File: config.mk
export PLATFORM = sky130hd
export DESIGN_NAME = arm_shifter_operand_unit_core
export DESIGN_NICKNAME = d
export VERILOG_FILES = /design/src/rtl/aso_pkg.sv /design/src/rtl/aso_decode.sv /design/src/rtl/arm_shifter_operand_unit_core.sv
export SDC_FILE = /design/constraint.sdc
export NUM_CORES = 1
export LEC_CHECK = 0
export BUFFER_PORTS_ARGS = -buffer_cell sky130_fd_sc_hd__buf_4
export CORE_ASPECT_RATIO = 1.5
export CORE_MARGIN = 2
export CORE_UTILIZATION = 30
export DETAILED_ROUTE_END_ITERATION = 8
export PLACE_DENSITY_LB_ADDON = 0.25
export SLEW_MARGIN = 20
export SYNTH_ARGS = -nofsm -noshare
export SYNTH_HDL_FRONTEND = slang
export SYNTH_SLANG_ARGS = --single-unit
File: constraint.sdc
create_clock -name clock -period 4.8 [get_ports clock]
set_input_delay 0.96 -clock clock [delete_from_list [all_inputs] [get_ports clock]]
set_output_delay 0.96 -clock clock [all_outputs]
set_load 0.1 [all_outputs]
File: src/rtl/aso_pkg.sv
// ============================================================================
// aso_pkg
// Shared types, codes and helpers of the ARM shifter operand unit.
// ============================================================================
package aso_pkg;

   localparam int unsigned DataWidth = 32;
   localparam int unsigned AmtWidth  = 5;

   // Shift type field, instruction bits 6..5
   localparam logic [1:0] SHIFT_LSL = 2'd0;
   localparam logic [1:0] SHIFT_LSR = 2'd1;
   localparam logic [1:0] SHIFT_ASR = 2'd2;
   localparam logic [1:0] SHIFT_ROR = 2'd3;

   // Keep-mask kinds applied after the rotate
   localparam logic [1:0] KEEP_ALL  = 2'd0;
   localparam logic [1:0] KEEP_NONE = 2'd1;
   localparam logic [1:0] KEEP_LOW  = 2'd2;   // clear the low amt bits
   localparam logic [1:0] KEEP_HIGH = 2'd3;   // clear the high amt bits

   localparam logic [DataWidth-1:0] ALL_ONES = 32'hffff_ffff;

   typedef struct packed {
      logic [DataWidth-1:0] src;
      logic [AmtWidth-1:0]  rot;
      logic [1:0]           kind;
      logic [AmtWidth-1:0]  amt;
      logic                 fill;
      logic                 carry_rot;   // carry is taken from the rotated value: bit 31, or bit 0 with carry_low
      logic                 carry_low;   // carry is bit 0 of the rotated value
      logic                 carry_fix;
      logic                 sbit;
      logic                 legal;
   } dec_type;

   function automatic logic [DataWidth-1:0] rotr(input logic [DataWidth-1:0] v,
                                                 input logic [AmtWidth-1:0] r);
      logic [2*DataWidth-1:0] dbl;
      dbl = {v, v} >> r;
      return dbl[DataWidth-1:0];
   endfunction

   function automatic logic [DataWidth-1:0] keep_mask(input logic [1:0] kind,
                                                      input logic [AmtWidth-1:0] amt);
      logic [DataWidth-1:0] m;
      case (kind)
         KEEP_ALL:  m = ALL_ONES;
         KEEP_NONE: m = '0;
         KEEP_LOW:  m = ALL_ONES << amt;
         default:   m = ALL_ONES >> amt;
      endcase
      return m;
   endfunction

endpackage

File: src/rtl/aso_decode.sv
// ============================================================================
// aso_decode
// Decodes the operand form and reduces every shift to a rotate, a keep mask,
// a fill bit and a carry source.
// ============================================================================
module aso_decode import aso_pkg::*; (
   input  logic [31:0] instr_word,
   input  logic [31:0] rm_value,
   input  logic [31:0] rs_value,
   input  logic        carry_in,
   output dec_type     dec
);

   logic [1:0]          stype;
   logic [7:0]          sreg;
   logic                sreg_big;
   logic                sreg_32;
   logic [AmtWidth-1:0] simm;

   assign stype    = instr_word[6:5];
   assign sreg     = rs_value[7:0];
   assign sreg_big = |sreg[7:5];
   assign sreg_32  = (sreg == 8'd32);
   assign simm     = instr_word[11:7];

   always_comb begin
      dec           = '0;
      dec.src       = rm_value;
      dec.kind      = KEEP_ALL;
      dec.carry_fix = carry_in;
      dec.sbit      = instr_word[20];
      dec.legal     = 1'b1;
      if (instr_word[25]) begin
         dec.src       = {24'd0, instr_word[7:0]};
         dec.rot       = {instr_word[11:8], 1'b0};
         dec.carry_rot = (instr_word[11:8] != 4'd0);
      end else if (instr_word[4] && instr_word[7]) begin
         dec.legal = 1'b0;
         dec.sbit  = 1'b0;
         dec.kind  = KEEP_NONE;
      end else if (instr_word[4]) begin
         if (sreg != 8'd0) begin
            unique case (stype)
               SHIFT_LSL: begin
                  if (!sreg_big) begin
                     dec.rot       = AmtWidth'(5'd0 - sreg[4:0]);
                     dec.kind      = KEEP_LOW;
                     dec.amt       = sreg[4:0];
                     dec.carry_rot = 1'b1;
                     dec.carry_low = 1'b1;
                  end else begin
                     dec.kind      = KEEP_NONE;
                     dec.carry_fix = sreg_32 & rm_value[0];
                  end
               end
               SHIFT_LSR: begin
                  if (!sreg_big) begin
                     dec.rot       = sreg[4:0];
                     dec.kind      = KEEP_HIGH;
                     dec.amt       = sreg[4:0];
                     dec.carry_rot = 1'b1;
                  end else begin
                     dec.kind      = KEEP_NONE;
                     dec.carry_fix = sreg_32 & rm_value[31];
                  end
               end
               SHIFT_ASR: begin
                  dec.fill = rm_value[31];
                  if (!sreg_big) begin
                     dec.rot       = sreg[4:0];
                     dec.kind      = KEEP_HIGH;
                     dec.amt       = sreg[4:0];
                     dec.carry_rot = 1'b1;
                  end else begin
                     dec.kind      = KEEP_NONE;
                     dec.carry_fix = rm_value[31];
                  end
               end
               default: begin
                  dec.rot       = sreg[4:0];
                  dec.carry_rot = 1'b1;
               end
            endcase
         end
      end else begin
         if (simm != '0) begin
            dec.carry_rot = 1'b1;
            unique case (stype)
               SHIFT_LSL: begin
                  dec.rot       = AmtWidth'(5'd0 - simm);
                  dec.kind      = KEEP_LOW;
                  dec.amt       = simm;
                  dec.carry_low = 1'b1;
               end
               SHIFT_LSR: begin
                  dec.rot  = simm;
                  dec.kind = KEEP_HIGH;
                  dec.amt  = simm;
               end
               SHIFT_ASR: begin
                  dec.rot  = simm;
                  dec.kind = KEEP_HIGH;
                  dec.amt  = simm;
                  dec.fill = rm_value[31];
               end
               default: begin
                  dec.rot = simm;
               end
            endcase
         end else begin
            unique case (stype)
               SHIFT_LSL: begin
                  dec.kind = KEEP_ALL;
               end
               SHIFT_LSR: begin
                  dec.kind      = KEEP_NONE;
                  dec.carry_fix = rm_value[31];
               end
               SHIFT_ASR: begin
                  dec.kind      = KEEP_NONE;
                  dec.fill      = rm_value[31];
                  dec.carry_fix = rm_value[31];
               end
               default: begin
                  // rotate right through carry
                  dec.rot       = AmtWidth'(1);
                  dec.kind      = KEEP_HIGH;
                  dec.amt       = AmtWidth'(1);
                  dec.fill      = carry_in;
                  dec.carry_rot = 1'b1;
               end
            endcase
         end
      end
   end

endmodule

File: src/rtl/arm_shifter_operand_unit_core.sv
// ============================================================================
// arm_shifter_operand_unit_core
// Second operand and shifter carry of ARM data-processing instructions.
// ============================================================================
// Takes one request per cycle while the result side does not stall. The
// three register stages are: decode of the operand form into a rotate
// amount, keep mask kind and carry source; the 32-bit barrel rotate together
// with the keep mask; and the final merge of rotated value, mask and fill
// bit into the output register. Each stage holds on its own, so a waiting
// result does not block new requests until the pipeline is full.
// ============================================================================
module arm_shifter_operand_unit_core import aso_pkg::*; (
   input  logic         clock,
   input  logic         reset,
   input  logic         req_tvalid,
   output logic         req_tready,
   // instr_word[31:0], rm_value[63:32], rs_value[95:64], carry_in[96], zero pad
   input  logic [103:0] req_tdata,
   output logic         rsp_tvalid,
   input  logic         rsp_tready,
   // operand_value[31:0], carry_out[32], carry_write[33], is_legal[34], zero pad
   output logic [39:0]  rsp_tdata
);

   dec_type dec;

   logic    s1_valid_ff, s1_valid_in;
   dec_type s1_ff;
   logic    s1_ready;

   logic                 s2_valid_ff, s2_valid_in;
   logic [DataWidth-1:0] s2_rot_ff, s2_keep_ff;
   logic                 s2_fill_ff, s2_carry_rot_ff, s2_carry_low_ff, s2_carry_fix_ff;
   logic                 s2_sbit_ff, s2_legal_ff;
   logic                 s2_ready;

   logic                 s3_valid_ff, s3_valid_in;
   logic [DataWidth-1:0] s3_value_ff, s3_value_in;
   logic                 s3_carry_ff, s3_carry_in;
   logic                 s3_sbit_ff, s3_legal_ff;
   logic                 s3_ready;

   aso_decode u_decode (
      .instr_word (req_tdata[31:0]),
      .rm_value   (req_tdata[63:32]),
      .rs_value   (req_tdata[95:64]),
      .carry_in   (req_tdata[96]),
      .dec        (dec)
   );

   assign s3_ready   = !s3_valid_ff || rsp_tready;
   assign s2_ready   = !s2_valid_ff || s3_ready;
   assign s1_ready   = !s1_valid_ff || s2_ready;
   assign req_tready = s1_ready;

   assign s1_valid_in = s1_ready ? req_tvalid : s1_valid_ff;
   assign s2_valid_in = s2_ready ? s1_valid_ff : s2_valid_ff;
   assign s3_valid_in = s3_ready ? s2_valid_ff : s3_valid_ff;

   assign s3_value_in = (s2_rot_ff & s2_keep_ff) | ({DataWidth{s2_fill_ff}} & ~s2_keep_ff);
   assign s3_carry_in = !s2_carry_rot_ff ? s2_carry_fix_ff :
                        s2_carry_low_ff  ? s2_rot_ff[0] : s2_rot_ff[DataWidth-1];

   always_ff @(posedge clock) begin
      if (reset) begin
         s1_valid_ff <= 1'b0;
         s2_valid_ff <= 1'b0;
         s3_valid_ff <= 1'b0;
      end else begin
         s1_valid_ff <= s1_valid_in;
         s2_valid_ff <= s2_valid_in;
         s3_valid_ff <= s3_valid_in;
      end
   end

   always_ff @(posedge clock) begin
      if (s1_ready) begin
         s1_ff <= dec;
      end
      if (s2_ready) begin
         s2_rot_ff       <= rotr(s1_ff.src, s1_ff.rot);
         s2_keep_ff      <= keep_mask(s1_ff.kind, s1_ff.amt);
         s2_fill_ff      <= s1_ff.fill;
         s2_carry_rot_ff <= s1_ff.carry_rot;
         s2_carry_low_ff <= s1_ff.carry_low;
         s2_carry_fix_ff <= s1_ff.carry_fix;
         s2_sbit_ff      <= s1_ff.sbit;
         s2_legal_ff     <= s1_ff.legal;
      end
      if (s3_ready) begin
         s3_value_ff <= s3_value_in;
         s3_carry_ff <= s3_carry_in;
         s3_sbit_ff  <= s2_sbit_ff;
         s3_legal_ff <= s2_legal_ff;
      end
   end

   assign rsp_tvalid = s3_valid_ff;
   assign rsp_tdata  = {5'd0, s3_legal_ff, s3_sbit_ff, s3_carry_ff, s3_value_ff};

   // drop the flag update and the operand on an illegal register shift
   a_illegal_clean: assert property (@(posedge clock) disable iff (reset)
      (s3_valid_ff && !s3_legal_ff) |-> (s3_value_ff == '0 && !s3_sbit_ff))
      else $error("illegal request left operand or flag update set");

   a_accept_enters: assert property (@(posedge clock) disable iff (reset)
      (req_tvalid && req_tready) |=> s1_valid_ff)
      else $error("accepted request did not enter the decode stage");

   a_stage2_hold: assert property (@(posedge clock) disable iff (reset)
      (s3_valid_ff && !rsp_tready && s2_valid_ff) |=> s2_valid_ff)
      else $error("rotate stage lost a request during a stall");

   a_stage1_hold: assert property (@(posedge clock) disable iff (reset)
      (s1_valid_ff && !s2_ready) |=> (s1_valid_ff && $stable(s1_ff)))
      else $error("decode stage changed during a stall");

endmodule
Word-level counts from Yosys, hierarchy flattened
Cells that the tools add are included.

Register bits after elaboration: 158. Bits in latches: 0. Memory bits (writable): 0. Memory bits (read-only): 0. Input port bits: 108. Output and inout port bits: 42. Memories kept: 0.

$add $sub $neg: 2. Multiply operators: 0. Div/mod/pow operators: 0. Magnitude comparators: 0. Eq/ne operators: 5. Shift-type cells: 3. Multiplexer cells: 39. Bitwise operators: 6. Reduce and logical (&&, ||, !) cells: 17.

Operator list (number): 32-bit one-hot mux with 3 select lines (1); 32-bit AND (2); 64-bit by 5-bit right shift with 32-bit output (1); 16-bit 2-to-1 mux (2); 32-bit NOT (1); 32-bit OR (1); 32-bit by 5-bit << shifter with 32-bit output, first input constant (1); 32-bit by 5-bit right shift with 32-bit output, first input constant (1); 7-bit one-hot mux with 2 select lines (2); 5-bit 2-to-1 mux (5); 1-bit 2-to-1 mux (16); 14-bit 2-to-1 mux (1); 5-bit one-hot mux with 2 select lines (1); 1-bit by 5-bit subtractor with 5-bit output, first input constant (2); 8-bit by 6-bit equality test with 1-bit output, second input constant (1); 2-bit 2-to-1 mux (4); 8-bit 2-to-1 mux (1); 8-bit nonzero test (1); 3-bit 2-to-1 mux (2); 2-bit OR reduction (3); 3-bit OR reduction (2); 5-bit nonzero test (1); 2-bit by 1-bit equality test with 1-bit output, second input constant (2); 2-bit equality test, second input constant (2); other kinds (9) (16).

Longest topological paths before layout
Depth after elaboration: 8. Mapped depth: 8. Gate-level depth less buffers: 8.

Cells and area by module
Synthesis repeated with hierarchy kept, for this count alone.

Cell total of the unflattened synthesis: 715. Area, all modules: 8917.3 µm².

Modules (own cells, without submodules): arm_shifter_operand_unit_core (instances 1, cells an instance 550, area each 7813.7 µm², seq. area each 4714.5 µm²); aso_decode (instances 1, cells an instance 165, area each 1103.6 µm², seq. area each 0.0 µm²).

Worst setup path before layout
OpenSTA, ideal clock, no wires.

Path type: input to output. From: input port rsp_tready. To: output port req_tready. Data arrival time: 2.879 ns. Required time: 3.840 ns. Path slack: 0.961 ns. Cell stages on the path: 3. Buffers on the path: 0. Cells stage by stage: nor2b_1 and2_1 nand2_1.

Longest elaborated chain between the ends: 3.

Ends and longest elaborated chain: start: declaration (RTL line arm_shifter_operand_unit_core.sv:20) `input logic rsp_tready,`; 1-bit logical OR (RTL line arm_shifter_operand_unit_core.sv:51) `assign s3_ready = !s3_valid_ff || rsp_tready;`; 1-bit logical OR (RTL line arm_shifter_operand_unit_core.sv:52) `assign s2_ready = !s2_valid_ff || s3_ready;`; 1-bit logical OR (RTL line arm_shifter_operand_unit_core.sv:53) `assign s1_ready = !s1_valid_ff || s2_ready;`; end: declaration (RTL line arm_shifter_operand_unit_core.sv:16) `output logic req_tready,`.

Every way passes these cells.

Worst setup path in the final report
Same ends and word-level chain as after synthesis.

==> impl_metrics.tcl <==
set metrics [dict create \
    hold_buffers 0 \
    initial_core_util 0.3025 \
    skew_ns 0.008297 \
    row_count 77 \
    routed_wirelength_mm 21.70 \
    overflow 0 \
    grt_max_degree 53 \
    syn_avg_cell_area_sq_um 12.43 \
    crit_path_cell_trace "buf_4 > nor2b_1 > and2_1 > nand2_2 > buf_4" \
    grt_pass1_wl_mm 33.60 \
    startpoint_type "primary input" \
    slew_headroom 0.2696 \
    criticalPathCategory "primary input to output port" \
    dp_hpwl_mm 15.84 \
    cts_tree "yes" \
    ys_seq_elements 158 \
    status "finished, final reports clean" \
    cts_sinks 158 \
    yosys_warnings 0 \
    cts_buffers 17 \
    synth_edf_count 155 \
    synth_top_flop_cell "edfxtp_1" \
    via_count 6124 \
    grt-busiest-layer "met2" \
    layout.cells.non_filler 1179 \
    netlist_area_sq_um 8861 \
    timing.final.crit_period_ns 2.913 \
    cts_resized 0 \
    viasPerCell 5.194 \
    crit_arrival_ns 1.95 \
    synth_cell_type_count 57 \
    rsz0062_at_grt "no" \
    drt_iter0_markers 418 \
    globalplace.congestion 0.8646 \
    final_nets 887 \
    port_buffers 95 \
    yosys.area.top_type "edfxtp_1" \
    p_leak_uw 0.003829 \
    power_uw 4364 \
    grt_usage 0.1445 \
    core_sq_um 29290 \
    cpMaxStageDelayCell "buf_4" \
    postCtsSetupBuffers 0 \
    diodes 0 \
    root_buffer "clkbuf_16" \
    layout-drive-gt1-share 0.3099 \
    dieArea_sq_um 30960 \
    drc_errors 0 \
    maxCapViolCount 0 \
    p_per_area_nw_per_um2 419.5 \
    period_share 0.6069 \
    drt_pass1_iterations 5 \
    met2_usage 0.2566 \
    async_flop_share 0 \
    max_stage_delay_ns 0.28 \
    hold_viol_final 0 \
    required_ns 3.84 \
    tns_ns 0 \
    grt_pass1_vias 5840 \
    dp.cells 1146 \
    slew_violations 0 \
    synth_top_area_frac 0.5253 \
    rrSetupSlack_ns 2.24 \
    crit_buf_inv 2 \
    cp_common_cell "buf_4" \
    global_route.usage.met1 0.1652 \
    antenna_found_initial 0 \
    h-tree-depth 4 \
    crit_fanout 4 \
    setup_violations 0 \
    fmax_mhz 343.3 \
    path_delay_family "simple AND/OR/NAND/NOR gates" \
    whs_ns 0.4149 \
    wl_per_cell_um 18.41 \
    grtUsageMet3 0.03037 \
    synthTopCellsByArea "edfxtp_1, mux4_2, mux2_2" \
    endpoint_kind "output port" \
    ir_worst_vdd_uv 271.5 \
    cts.path.max_buffers 2 \
    clk_pin_slew_worst_paths_ns 0.06 \
    hold_path_class "flip-flop to flip-flop" \
    area_growth_pct 17.41 \
    clk_latency_ns 0.44 \
    die_h_um 214.5 \
    syn_inst 713 \
    die_w_um 144.3 \
    antenna_left 0 \
    ios 150 \
    tightest_slew_ns 1.096 \
    yosysSeqAreaShare 0.5321 \
    finalCoreUtilization 0.3552 \
]
## path summary, 6_finish.rpt
| kind | startpoint | to | cells past startpoint |
|---|---|---|---|
| max | rsp_tready | req_tready | 5 |
| min reg2reg | s1_ff[5] | s2_fill_ff | 0 |
| min | s1_ff[5] | s2_fill_ff | 0 |
| max reg2reg | s1_ff[11] | s2_keep_ff[19] | 4 |
## final cells by class
cell class / instances / area, sq um
multi-input combinational: 477 / 3780
sequential: 158 / 4715
tap: 395 / 494.2
fill: 2960 / 18880
inverter: 13 / 50.05
clock inverter: 15 / 151.4
clock buffer: 17 / 425.4
timing repair buffer: 104 / 788.3
## metrics by stage
step | worst slack, ns | cell area (sq um)
6_report | 1.887 | 10400
5_1_grt | 1.818 | 10400
4_1_cts | 1.888 | 10380
3_5_place_dp | 1.715 | 9803
3_3_place_gp | 1.719 | 9803
2_1_floorplan | 0.9605 | 8876
## routing by layer
layer  part of all wire  up-vias
met3              0.037       30
met1               0.39     3024
li1                   -     2881
met2               0.54      189
met4              0.032        0
met5                  0        -
## worst reg2reg max path, stage by stage (launching register included)
cell and delay [ns]:
edfxtp_1 1.04, inv_2 0.38, nor2_2 0.61, a21o_1 0.18
a21oi_1 0.06
## cell usage after synthesis, drive strengths merged, types with 6 or more instances
cell     instances
mux4            32
nand2           38
clkbuf          46
a21o             9
buf             23
nand2b           8
edfxtp         155
mux2            72
a31oi            7
a21oi           40
nor2b           26
o21ai           22
ha               8
inv             13
nand3            7
nor2            60
a22oi           11
o2bb2ai          6
o22ai           66
## where the power goes
| group | leakage, uW | switching [uW] | internal, uW | total (uW) |
|---|---|---|---|---|
| logic | 0.00186 | 841 | 378 | 1220 |
| clock network | 0.000280 | 593 | 731 | 1320 |
| registers | 0.00169 | 83.8 | 1740 | 1820 |
## logic make-up (layout without fill, tap and decap cells)
family	Yosys count	after routing	share of synthesized area
xor gates and xnor gates	2	2	0.001977
buffers and inverters	82	149	0.04420
AOI/OAI and AO/OA	188	188	0.1357
DFF	158	158	0.5321
adders and majority gates	8	8	0.01130
other	1	5	0.0004232
and+or+nand+nor	168	168	0.09291
muxes	106	106	0.1814
## sequential cells by signal, indices dropped and copies added (netlist names)
register         count
s3_sbit_ff           1
s1_valid_ff          1
s2_carry_rot_ff      1
s1_ff               50
s3_value_ff         32
rsp_tvalid           1
s2_fill_ff           1
s2_carry_low_ff      1
s2_sbit_ff           1
s2_legal_ff          1
s3_legal_ff          1
s2_rot_ff           32
s3_carry_ff          1
s2_keep_ff          32
s2_carry_fix_ff      1
s2_valid_ff          1
## layout by cell type, fill, tap and decap left out, types with 8 or more instances in the layout
master / n
o21ai_0: 10
ha_1: 8
clkbuf_16: 17
buf_4: 103
mux2_4: 15
o22ai_1: 66
edfxtp_1: 155
nor2_1: 59
mux2_2: 48
o21ai_1: 12
a21o_1: 9
a21oi_1: 40
mux2_1: 9
inv_1: 10
a22oi_1: 11
mux4_2: 32
nor2b_1: 26
nand2_1: 37
Power figures use the tool's default switching activity.
